`config.mk`:
```
export PLATFORM = sky130hd
export DESIGN_NAME = molecule_periodic_unwrap_flat
export DESIGN_NICKNAME = d
export VERILOG_FILES = /design/src/hw/rtl/mpu_pkg.sv /design/src/hw/rtl/mpu_stream_if.sv /design/src/hw/rtl/mpu_alu.sv /design/src/hw/rtl/molecule_periodic_unwrap.sv /design/src/flat_wrapper.sv
export SDC_FILE = /design/constraint.sdc
export NUM_CORES = 1
export LEC_CHECK = 0
export ABC_CLOCK_PERIOD_IN_PS = 9900
export BUFFER_PORTS_ARGS = -buffer_cell sky130_fd_sc_hd__buf_4
export CAP_MARGIN = 30
export CORE_UTILIZATION = 55
export DETAILED_ROUTE_END_ITERATION = 16
export MAX_ROUTING_LAYER = met4
export PLACE_DENSITY = 0.85
export RECOVER_POWER = 100
export SETUP_SLACK_MARGIN = 0.05
export SLEW_MARGIN = 5
export SYNTH_ARGS = -nofsm -noshare
export SYNTH_HDL_FRONTEND = slang
export SYNTH_HIERARCHICAL = 1
export SYNTH_SLANG_ARGS = --single-unit
```
`constraint.sdc`:
```
create_clock -name clk_i -period 9.9 [get_ports clk_i]
set_input_delay 1.98 -clock clk_i [delete_from_list [all_inputs] [get_ports clk_i]]
set_output_delay 1.98 -clock clk_i [all_outputs]
set_load 0.005 [all_outputs]
```
`src/hw/rtl/mpu_pkg.sv`:
```
// ----------------------------------------------------------------------------
// mpu_pkg
// Shared types, widths and helpers for the periodic unwrap block.
// ----------------------------------------------------------------------------
package mpu_pkg;

  // coordinate and box widths
  localparam int unsigned COORD_W = 32;
  localparam int unsigned BOX_W   = 31;
  // shift store width: a total shift spans up to +-2^32
  localparam int unsigned SHIFT_W = 34;
  // datapath width of the shared adder
  localparam int unsigned ACC_W   = 36;

  // configuration register indexes
  localparam logic [1:0] CFG_CELL_X = 2'd0;
  localparam logic [1:0] CFG_CELL_Y = 2'd1;
  localparam logic [1:0] CFG_CELL_Z = 2'd2;

  // box length after reset, 1.0 in unsigned Q15.16
  localparam logic [BOX_W-1:0] BOX_RESET = 31'd65536;

  localparam logic signed [ACC_W-1:0] SAT_HI = 36'sd2147483647;
  localparam logic signed [ACC_W-1:0] SAT_LO = -36'sd2147483648;

  typedef struct packed {
    logic                     starts_molecule;
    logic signed [COORD_W-1:0] x_in;
    logic signed [COORD_W-1:0] y_in;
    logic signed [COORD_W-1:0] z_in;
  } in_item_t;

  typedef struct packed {
    logic signed [COORD_W-1:0] x_out;
    logic signed [COORD_W-1:0] y_out;
    logic signed [COORD_W-1:0] z_out;
    logic                     wrap_overflow;
  } out_item_t;

  // request to the shared add / compare unit
  typedef struct packed {
    logic signed [ACC_W-1:0] a;
    logic signed [ACC_W-1:0] b;
    logic                    sub;
    logic signed [ACC_W-1:0] cmp;
  } alu_req_t;

  typedef struct packed {
    logic signed [ACC_W-1:0] sum;
    logic                    above;
    logic                    below;
  } alu_rsp_t;

  // clamp a datapath value to the signed 32 bit range
  function automatic logic signed [COORD_W-1:0] sat32(input logic signed [ACC_W-1:0] v);
    logic signed [COORD_W-1:0] r;
    if (v > SAT_HI) begin
      r = SAT_HI[COORD_W-1:0];
    end else if (v < SAT_LO) begin
      r = SAT_LO[COORD_W-1:0];
    end else begin
      r = v[COORD_W-1:0];
    end
    return r;
  endfunction

endpackage

```
`src/hw/rtl/mpu_stream_if.sv`:
```
// ----------------------------------------------------------------------------
// mpu_stream_if
// Valid / ready stream carrying one item per handshake.
// ----------------------------------------------------------------------------
interface mpu_stream_if #(
  parameter type item_t = logic
);
  logic  valid;
  logic  ready;
  item_t data;

  modport source (output valid, output data, input ready);
  modport sink   (input valid, input data, output ready);
endinterface

```
`src/hw/rtl/mpu_alu.sv`:
```
// ----------------------------------------------------------------------------
// mpu_alu
// Shared add/subtract unit with the half-box window compare.
// ----------------------------------------------------------------------------
module mpu_alu import mpu_pkg::*; (
  input  alu_req_t          req_i,
  input  logic [BOX_W-1:0]  box_i,
  output alu_rsp_t          rsp_o
);

  logic signed [ACC_W-1:0] box_s;
  logic signed [ACC_W-1:0] dbl;

  // one wide adder
  assign rsp_o.sum = req_i.sub ? (req_i.a - req_i.b) : (req_i.a + req_i.b);

  // exact half-box test: 2*v against +-box
  assign box_s       = signed'({{(ACC_W-BOX_W){1'b0}}, box_i});
  assign dbl         = req_i.cmp <<< 1;
  assign rsp_o.above = dbl > box_s;
  assign rsp_o.below = dbl < -box_s;

endmodule

```
`src/hw/rtl/molecule_periodic_unwrap.sv`:
```
// ----------------------------------------------------------------------------
// molecule_periodic_unwrap
// Minimum-image unwrap of atoms into the reference atom's centred box.
// ----------------------------------------------------------------------------
//  channel   dir  handshake     payload
//  in_i      in   valid/ready   starts_molecule, x_in, y_in, z_in
//  out_o     out  valid/ready   x_out, y_out, z_out, wrap_overflow
//  cfg       in   cfg_we_i      cfg_idx_i, cfg_data_i (box lengths)
//
//  axes are handled one after another by a single shared adder/compare unit
//  later atom: each axis passes LOAD, WRAP, FINISH, between accept (IDLE) and DONE
//  reference atom: WRAP repeats once per wrap step, k = wrap steps (0..MAX_WRAPS)
//  a result sits in the output register; the next item may be taken while it
//  waits, but the following result stalls until that register is free
//  reset clears state, references, shifts and box lengths (1.0 each)
// ----------------------------------------------------------------------------
module molecule_periodic_unwrap import mpu_pkg::*; #(
  parameter int unsigned MAX_WRAPS = 8
) (
  input  logic               clk_i,
  input  logic               rst_ni,
  input  logic               cfg_we_i,
  input  logic [1:0]         cfg_idx_i,
  input  logic [BOX_W-1:0]   cfg_data_i,
  mpu_stream_if.sink         in_i,
  mpu_stream_if.source       out_o
);

  localparam int unsigned CNT_W = $clog2(MAX_WRAPS + 1);

  localparam logic [2:0] ST_IDLE   = 3'd0;
  localparam logic [2:0] ST_LOAD   = 3'd1;
  localparam logic [2:0] ST_WRAP   = 3'd2;
  localparam logic [2:0] ST_FINISH = 3'd3;
  localparam logic [2:0] ST_DONE   = 3'd4;

  logic [2:0]               state_q, state_d;
  logic [1:0]               axis_q, axis_d;
  logic [CNT_W-1:0]         cnt_q, cnt_d;
  logic                     ovf_q, ovf_d;
  logic                     out_valid_q, out_valid_d;
  logic [BOX_W-1:0]         box_q [3];
  logic signed [ACC_W-1:0]  acc_q, acc_d;
  in_item_t                 item_q;
  logic signed [COORD_W-1:0] ref_q [3];
  logic signed [SHIFT_W-1:0] shift_q [3];
  logic signed [COORD_W-1:0] res_q [3];
  out_item_t                out_q;

  logic                     in_acc;
  logic                     out_free;
  logic signed [COORD_W-1:0] raw;
  logic signed [ACC_W-1:0]  raw_ext;
  logic signed [ACC_W-1:0]  ref_ext;
  logic signed [ACC_W-1:0]  shift_ext;
  logic signed [ACC_W-1:0]  box_ext;
  logic                     outside;
  logic                     can_step;
  alu_req_t                 req;
  alu_rsp_t                 rsp;

  // handshake
  assign in_i.ready  = (state_q == ST_IDLE);
  assign in_acc      = in_i.valid && in_i.ready;
  assign out_free    = !out_valid_q || out_o.ready;
  assign out_o.valid = out_valid_q;
  assign out_o.data  = out_q;

  // operands of the current axis
  always_comb begin
    case (axis_q)
      2'd0:    raw = item_q.x_in;
      2'd1:    raw = item_q.y_in;
      default: raw = item_q.z_in;
    endcase
  end

  assign raw_ext   = ACC_W'(raw);
  assign ref_ext   = ACC_W'(ref_q[axis_q]);
  assign shift_ext = ACC_W'(shift_q[axis_q]);
  assign box_ext   = signed'({{(ACC_W-BOX_W){1'b0}}, box_q[axis_q]});
  assign outside   = rsp.above || rsp.below;
  assign can_step  = outside && (cnt_q < CNT_W'(MAX_WRAPS));

  mpu_alu u_alu (
    .req_i (req),
    .box_i (box_q[axis_q]),
    .rsp_o (rsp)
  );

  // sequencer and shared unit operand selection
  always_comb begin
    state_d     = state_q;
    axis_d      = axis_q;
    cnt_d       = cnt_q;
    ovf_d       = ovf_q;
    acc_d       = acc_q;
    out_valid_d = out_valid_q && !out_o.ready;
    req.a       = acc_q;
    req.b       = box_ext;
    req.sub     = 1'b0;
    req.cmp     = acc_q;
    unique case (state_q)
      ST_IDLE: begin
        if (in_acc) begin
          state_d = ST_LOAD;
          axis_d  = 2'd0;
          if (in_i.data.starts_molecule) begin
            ovf_d = 1'b0;
          end
        end
      end
      ST_LOAD: begin
        // reference: pos = raw, later atom: d = raw - ref
        req.a   = raw_ext;
        req.b   = item_q.starts_molecule ? '0 : ref_ext;
        req.sub = 1'b1;
        acc_d   = rsp.sum;
        cnt_d   = '0;
        state_d = ST_WRAP;
      end
      ST_WRAP: begin
        if (item_q.starts_molecule) begin
          // one wrap step per cycle toward the centred box
          req.sub = rsp.above;
          if (can_step) begin
            acc_d = rsp.sum;
            cnt_d = cnt_q + 1'b1;
          end else begin
            if (outside) begin
              ovf_d = 1'b1;
            end
            state_d = ST_FINISH;
          end
        end else begin
          // minimum image: move one box when strictly closer
          req.a   = raw_ext;
          req.b   = outside ? box_ext : '0;
          req.sub = rsp.above;
          acc_d   = rsp.sum;
          state_d = ST_FINISH;
        end
      end
      ST_FINISH: begin
        if (item_q.starts_molecule) begin
          // shift = pos - raw
          req.b   = raw_ext;
          req.sub = 1'b1;
        end else begin
          req.b   = shift_ext;
          req.sub = 1'b0;
        end
        if (axis_q == 2'd2) begin
          state_d = ST_DONE;
        end else begin
          axis_d  = axis_q + 2'd1;
          state_d = ST_LOAD;
        end
      end
      ST_DONE: begin
        if (out_free) begin
          out_valid_d = 1'b1;
          state_d     = ST_IDLE;
        end
      end
      default: begin
        state_d = ST_IDLE;
      end
    endcase
  end

  // control state
  always_ff @(posedge clk_i or negedge rst_ni) begin
    if (!rst_ni) begin
      state_q     <= ST_IDLE;
      axis_q      <= 2'd0;
      cnt_q       <= '0;
      ovf_q       <= 1'b0;
      out_valid_q <= 1'b0;
    end else begin
      state_q     <= state_d;
      axis_q      <= axis_d;
      cnt_q       <= cnt_d;
      ovf_q       <= ovf_d;
      out_valid_q <= out_valid_d;
    end
  end

  // box lengths, molecule reference and shift
  always_ff @(posedge clk_i or negedge rst_ni) begin
    if (!rst_ni) begin
      for (int i = 0; i < 3; i++) begin
        box_q[i]   <= BOX_RESET;
        ref_q[i]   <= '0;
        shift_q[i] <= '0;
      end
    end else begin
      if (cfg_we_i) begin
        unique case (cfg_idx_i)
          CFG_CELL_X: box_q[0] <= cfg_data_i;
          CFG_CELL_Y: box_q[1] <= cfg_data_i;
          CFG_CELL_Z: box_q[2] <= cfg_data_i;
          default: ;
        endcase
      end
      if (state_q == ST_FINISH && item_q.starts_molecule) begin
        ref_q[axis_q]   <= raw;
        shift_q[axis_q] <= rsp.sum[SHIFT_W-1:0];
      end
    end
  end

  // payload registers
  always_ff @(posedge clk_i) begin
    acc_q <= acc_d;
    if (in_acc) begin
      item_q <= in_i.data;
    end
    if (state_q == ST_FINISH) begin
      res_q[axis_q] <= item_q.starts_molecule ? sat32(acc_q) : sat32(rsp.sum);
    end
    if (state_q == ST_DONE && out_free) begin
      out_q.x_out         <= res_q[0];
      out_q.y_out         <= res_q[1];
      out_q.z_out         <= res_q[2];
      out_q.wrap_overflow <= ovf_q;
    end
  end

  // checks
  a_accept_starts_x : assert property (@(posedge clk_i) disable iff (!rst_ni)
    in_acc |=> (state_q == ST_LOAD && axis_q == 2'd0))
    else $error("item accepted but sequencer did not start on x");

  a_result_from_done : assert property (@(posedge clk_i) disable iff (!rst_ni)
    $rose(out_valid_q) |-> $past(state_q) == ST_DONE)
    else $error("result raised outside the completion state");

  a_later_one_step : assert property (@(posedge clk_i) disable iff (!rst_ni)
    (state_q == ST_WRAP && !item_q.starts_molecule) |=> state_q == ST_FINISH)
    else $error("later atom took more than one image step");

  a_wrap_limit : assert property (@(posedge clk_i) disable iff (!rst_ni)
    state_q == ST_WRAP |-> cnt_q <= CNT_W'(MAX_WRAPS))
    else $error("wrap step count passed the limit");

endmodule

```
`src/flat_wrapper.sv`:
```
// flat-port wrapper written by rule: the top's interface ports become plain ports
module molecule_periodic_unwrap_flat import mpu_pkg::*;
#(
  parameter int unsigned MAX_WRAPS = 8
)
  (clk_i, rst_ni, cfg_we_i, cfg_idx_i, cfg_data_i, in_i_valid, in_i_data, in_i_ready, out_o_valid, out_o_data, out_o_ready);
  mpu_stream_if #(.item_t(in_item_t)) in_i_i ();
  mpu_stream_if #(.item_t(out_item_t)) out_o_i ();
  input  logic clk_i;
  input  logic rst_ni;
  input  logic cfg_we_i;
  input  logic [1:0] cfg_idx_i;
  input  logic [BOX_W-1:0] cfg_data_i;
  input wire logic [$bits(in_i_i.valid)-1:0] in_i_valid;
  input wire logic [$bits(in_i_i.data)-1:0] in_i_data;
  output wire logic [$bits(in_i_i.ready)-1:0] in_i_ready;
  output wire logic [$bits(out_o_i.valid)-1:0] out_o_valid;
  output wire logic [$bits(out_o_i.data)-1:0] out_o_data;
  input wire logic [$bits(out_o_i.ready)-1:0] out_o_ready;
  assign in_i_i.valid = in_i_valid;
  assign in_i_i.data = in_i_data;
  assign in_i_ready = in_i_i.ready;
  assign out_o_valid = out_o_i.valid;
  assign out_o_data = out_o_i.data;
  assign out_o_i.ready = out_o_ready;
  molecule_periodic_unwrap #(.MAX_WRAPS(MAX_WRAPS)) u_core (.clk_i(clk_i), .rst_ni(rst_ni), .cfg_we_i(cfg_we_i), .cfg_idx_i(cfg_idx_i), .cfg_data_i(cfg_data_i), .in_i(in_i_i), .out_o(out_o_i));
endmodule
```
==> results of run 1 <==
-- repair_timing --
| action | 4_1_cts | 5_1_grt |
|---|---|---|
| cloned | 0 | 5 |
| gates resized for setup | 5 | 110 |
| pin swaps | 0 | 42 |
| endpoints found under the hold margin | 0 | 0 |
| setup endpoints to repair | 96 | 99 |
| setup buffers | 6 | 17 |
-- critical path: cells and delay by family (launching register included) --
family / cells / cell delay, ps
xor+xnor: 2 / 360
mux: 1 / 230
flops: 1 / 540
buf+inv: 2 / 350
fa+ha+maj: 2 / 650
simple gates: 19 / 5000
compound gates: 16 / 2370
-- cell usage after synthesis (47+ instances only) --
master | number | area share (%)
edfxtp_1 | 326 | 32
dfrtp_1 | 299 | 25
mux2_2 | 206 | 7.7
nand2_1 | 196 | 2.4
a21oi_1 | 195 | 3.2
o21ai_0 | 191 | 3.2
nor2_1 | 125 | 1.6
ha_1 | 104 | 4.3
xnor2_1 | 74 | 2.1
mux2i_1 | 64 | 2.1
inv_1 | 54 | 0.67
clkbuf_1 | 52 | 0.65
buf_2 | 50 | 0.83
a21o_1 | 47 | 1.2
-- how the worst min path moves through the flow --
| stage | start | cells after the start | to | slack, ps |
|---|---|---|---|---|
| after floorplan | u_core/res_q[2][9] | 0 | u_core/out_o.data[10] | 400 |
| after global placement | u_core/res_q[2][26] | 0 | u_core/out_o.data[27] | 400 |
| final | u_core/res_q[2][4] | 0 | u_core/out_o.data[5] | 420 |
| after global routing | u_core/res_q[1][20] | 0 | u_core/out_o.data[53] | 420 |
| after detailed placement | u_core/res_q[2][14] | 0 | u_core/out_o.data[15] | 400 |
| after CTS | u_core/res_q[2][4] | 0 | u_core/out_o.data[5] | 420 |
-- sequential cells by signal, indices dropped and copies added, names as in the netlist --
signal and count:
u_core/axis_q 2, u_core/ovf_q 1, u_core/item_q 97, u_core/cnt_q 4, u_core/res_q 96, u_core/acc_q 36, u_core/state_q 3, u_core/ref_q 96
u_core/out_o.valid 1, u_core/out_o.data 97, u_core/shift_q 102, u_core/box_q 93
-- metal layers --
layer / GRT usage (%) / part of all wire [%]
met5: - / 0
met4: 9.98 / 2.6
met3: 4.60 / 7.2
met2: 45.9 / 48
met1: 39.7 / 42
-- layout by cell type, fill, tap and decap left out, types with 13 or more instances in the layout --
cell,count
edfxtp_1,326
dfrtp_1,297
mux2_2,205
nand2_1,195
clkbuf_4,181
o21ai_0,180
a21oi_1,170
buf_4,133
ha_1,104
nor2_1,94
xnor2_1,74
clkbuf_16,73
mux2i_1,62
inv_1,53
a21o_1,47
clkbuf_1,45
a22o_1,33
a211oi_1,32
a221oi_2,31
a221o_1,31
mux2_4,26
nor2_2,22
nand4_1,22
o21a_1,21
nand2b_1,18
nand3_1,18
a21oi_2,16
nor4_1,14
o21ai_1,13
xor2_1,13
-- cell type report --
cell class / instances / area [um^2] / share of cell area (%)
flip-flops and latches: 628 / 17400 / 48.6
multi-input cells: 1597 / 12300 / 34.5
repair buffers: 361 / 2790 / 7.80
clock buffers: 90 / 1870 / 5.22
well taps: 696 / 871 / 2.44
clock inverters: 33 / 340 / 0.952
inverters: 55 / 206 / 0.578
-- cell families after synthesis --
logic type / Yosys count / share of synthesized area (%)
buffers and inverters: 193 / 3.18
muxes: 296 / 11.1
DFF: 628 / 57.6
AOI/OAI and AO/OA: 638 / 13.9
and+or+nand+nor: 471 / 7.38
xor gates and xnor gates: 87 / 2.53
adders and majority gates: 105 / 4.38
-- metrics by stage --
stage          TNS (ps)  cells
4_1_cts               0   3436
3_3_place_gp          0   3303
2_1_floorplan         0   2418
5_1_grt           -9600   3460
3_5_place_dp     -23290   3307
6_report              0   3460
==> reports/metrics.cfg, run 1 <==
[logic_synthesis]
synth_edf_count = 326
yosysSeqAreaShare_pct = 57.6
synthCells = 2418
ys_dominant_reg_cell = edfxtp_1
ys_ff_latch = 628
synth_area_um2 = 30100
synth_async_sr_flop_share_pct = 48.1
yosys_warnings = 6
syn_area_per_cell_um2 = 12.5
synth.distinct_cells = 81
syn-num-nets = 2658

[final_layout]
fill_cells = 3827
antenna_cells = 0
fin_util_pct = 66.2
nets = 2950
area_delta_synth_final_pct = 18.6
drive_above_1_share_pct = 29.1
postLayoutCellArea_um2 = 35700

[status]
status = finished, violations left
violations = max-capacitance violations, max-slew violations

[route]
num_vias = 21400
drtAntennaViolNets = 0
drt-total-wl_um = 80900
wire_per_inst_um = 23.4
dr.pass1.iters = 5
drcViolationCount = 0
detail_route.vias_per_cell = 6.20
drt_iter0_markers = 1914

[sta]
fmax_mhz = 103
drv_slew = 589
hold_violations = 0
holdWs_ps = 416
setup_viol = 0
clock_skew_ps = 30.1
fin_ws_ps = 171
max_slew_margin_pct = -211
worst_slew_pin_slew_ps = 4670
rsz0062_at_grt = true
period_share_pct = 98.3
fin_crit_ps = 9730

[floorplan]
initial_core_util_pct = 55.8
dieArea_um2 = 55800
boundaryPins = 234
core_area_um2 = 54000
fp.dieW_um = 236
fp-row-count = 85
chipHeight_um = 236

[setup_path]
crit_type = flip-flop to flip-flop
r2r_start = u_core/axis_q[0]
cp-start-kind = flip-flop
critPathCaptureType = flip-flop
path_max_fanout = 8
crit_slowest_cell = or4_4
crit_start = u_core/axis_q[0]
r2r-end = u_core/res_q[0][28]
worstRegToRegCells = 42
worstPathArrival_ps = 10140
reg2reg_slack_ps = 170
worst_path_largest_cell_delay_ps = 560
endpoint = u_core/res_q[0][28]
required_ps = 10310

[global_route]
grt_pass1_wl_um = 123000
grt_max_degree = 89
globalRouteTotalUtil_pct = 29.5
overflow = 0
grt_pass1_vias = 21500
grt_antenna_before_repair = 1

[hold_path]
hp-class = flip-flop to flip-flop

[cts]
cts_tree = built
h-tree-depth = 3
cts_buffer_depth = 3
clk_pin_slew_ps = 60
numClockSinks = 628
cts_inserted_buffers = 67
root_buffer = clkbuf_16
clock_latency_ps = 620
hold_buffers = 0

[placed_design]
gp_congestion = 1.00
dp_hpwl_um = 56300
port_buffers = 233
dp_slack_ps = -299
detailed_place.area_um2 = 32900

[job]
cap_violations = 11

Power of run 1 is not shown: default switching activity piles up to over one toggle a cycle in this logic, so the estimate is an artifact.
==> run 2, diff against run 1 <==
ABC_CLOCK_PERIOD_IN_PS = 11800   (was 9900)
CORE_UTILIZATION = 60   (was 55)
PLACE_DENSITY = 0.88   (was 0.85)
clock period = 11.8 ns   (was 9.9 ns; I/O delays follow)
==> reports/metrics.cfg, run 2 (synthesized netlist as in run 1, its figures left out) <==
[setup_path]
worstRegToRegCells = 40  ; -4.8%
cp-start-kind = flip-flop
cpMostUsedCell = a21oi_1
worstPathArrival_ps = 11470  ; +1330 ps
crit_slowest_cell = or4_1
path_max_fanout = 31  ; +23
r2r_start = u_core/axis_q[0]
crit_type = flip-flop to flip-flop
r2r-end = u_core/res_q[0][15]
critPathCaptureType = flip-flop
worst_path_largest_cell_delay_ps = 750  ; +190 ps
required_ps = 12160  ; +1850 ps
reg2reg_slack_ps = 690  ; +510 ps
crit_start = u_core/axis_q[0]

[floorplan]
chipHeight_um = 226  ; -4.2%
core_area_um2 = 49300  ; -8.8%
initial_core_util_pct = 61.2  ; +5.4 points
fp-row-count = 81  ; -4.7%
dieArea_um2 = 51100  ; -8.3%
boundaryPins = 234  ; unchanged
fp.dieW_um = 226  ; -4.2%

[sta]
drv_slew = 695  ; +18%
fmax_mhz = 90.0  ; -12%
finalSetupTns_ps = 0  ; unchanged
max_slew_margin_pct = -203  ; +8.4 points
fin_crit_ps = 11110  ; +1390 ps
setup_viol = 0  ; unchanged
worst_slew_pin_slew_ps = 4550  ; -126 ps
rsz0062_at_grt = false
period_share_pct = 94.2  ; -4.1 points
fin_ws_ps = 686  ; +514 ps
hold_violations = 0  ; unchanged
holdWs_ps = 417  ; +0.961 ps
clock_skew_ps = 24.0  ; -6.07 ps

[final_layout]
largest-register = u_core/shift_q
drive_above_1_share_pct = 23.2  ; -5.8 points
final_common_cell = edfxtp_1
fill_cells = 3438  ; -10%
nets = 2878  ; -2.4%
layout_common_cells = edfxtp_1, dfrtp_1, mux2_2, nand2_1, a21oi_1
area_delta_synth_final_pct = 13.9
final_cells = 3354  ; -3.1%
largest_register_ffs = 102  ; unchanged

[route]
dr.pass1.iters = 6  ; +1
wire_per_inst_um = 24.3  ; +4.0%
drt-total-wl_um = 81500  ; +0.84%
detail_route.vias_per_cell = 6.32  ; +2.0%
drcViolationCount = 0  ; unchanged
num_vias = 21200  ; -1.1%
drtAntennaViolNets = 0  ; unchanged
drt_iter0_markers = 2150  ; +12%

[placed_design]
port_buffers = 233  ; unchanged
placed_cells = 3238  ; -2.1%
dp_hpwl_um = 56900  ; +1.1%
gp_congestion = 1.03  ; +2.8%
dp_slack_ps = 969  ; +1270 ps

[cts]
h-tree-depth = 2  ; -1
ctsResizeCount = 0  ; -5
cts_tree = built
hold_buffers = 0  ; unchanged
numClockSinks = 628  ; unchanged
cts_buffer_depth = 3  ; unchanged
cts_inserted_buffers = 59  ; -12%
clk_pin_slew_ps = 80  ; +20 ps
root_buffer = clkbuf_16
post-cts-setup-buffers = 0  ; -6
clock_latency_ps = 630  ; about the same

[status]
violations = max-capacitance violations, max-slew violations
status = finished, violations left

[global_route]
overflow = 0  ; unchanged
grt_max_degree = 86  ; -3.4%
grt_pass1_vias = 21000  ; -2.6%
grt_antenna_before_repair = 0  ; -1
globalRouteTotalUtil_pct = 32.9  ; +3.4 points
grt_pass1_wl_um = 123000  ; -0.22%

[job]
cap_violations = 13  ; +2

[hold_path]
holdCritStartpoint = u_core/res_q[1][10]
whs_endpoint = u_core/out_o.data[43]
hold_depth = 0  ; unchanged
hp-class = flip-flop to flip-flop

==> run 2: changes by cell type in the layout (fill, tap and decap cells not counted), moves of 6 or more <==
cell | before | now
a21oi_2 | 16 | 1
o21ai_1 | 13 | 7
nor2_2 | 22 | 1
buf_4 | 133 | 72
clkbuf_1 | 45 | 68
clkbuf_16 | 73 | 61
nor2_1 | 94 | 125
clkinv_2 | 9 | 15
nor2_4 | 11 | 1
o21ai_0 | 180 | 188
clkbuf_4 | 181 | 164
a21oi_4 | 10 | 1
a21oi_1 | 170 | 194
==> run 2: routing by layer <==
metal	vias to the layer above	track usage [%]	part of all wire, %
met5	-	-	0
li1	9412	-	-
met1	10600	44.1	41
met2	990	50.0	47
met4	0	12.0	3.7
met3	179	6.62	8.7
==> run 2: worst max path at each step <==
stage	to	slack (ps)
after floorplan	u_core/res_q[0][10]	2290
after global placement	u_core/res_q[0][15]	1180
after detailed placement	u_core/res_q[1][15]	970
after CTS	u_core/res_q[1][15]	850
after global routing	u_core/res_q[0][15]	80
final	u_core/res_q[0][15]	690
==> run 2: area by class of cell <==
type                            instances  area [um^2]  area share [%]
Sequential cell                       628        17400            50.5
Clock inverter                         36          392            1.14
Antenna cell                            1         2.50         0.00729
Tap cell                              664          831            2.42
Clock buffer                           76         1620            4.73
Multi-Input combinational cell       1597        11900            34.6
Timing Repair Buffer                  297         2040            5.96
Inverter                               55          206           0.601
==> run 2: per-stage QoR <==
step | cell area [um^2] | utilization (%)
6_report | 34300 | 69.7
5_1_grt | 34300 | 69.7
4_1_cts | 34600 | 70.2
3_5_place_dp | 32500 | 66.1
3_3_place_gp | 32500 | 65.9
2_1_floorplan | 30100 | -
==> run 2: critical path: cells and delay by family (launching register included) <==
| family | cells | cell delay, ps |
|---|---|---|
| buffers and inverters | 3 | 790 |
| adders and majority gates | 2 | 710 |
| AOI/OAI and AO/OA | 15 | 2840 |
| and+or+nand+nor | 17 | 5270 |
| xor gates and xnor gates | 2 | 340 |
| DFF | 1 | 590 |
| muxes | 1 | 220 |
Power of run 2 is left out for the same reason.
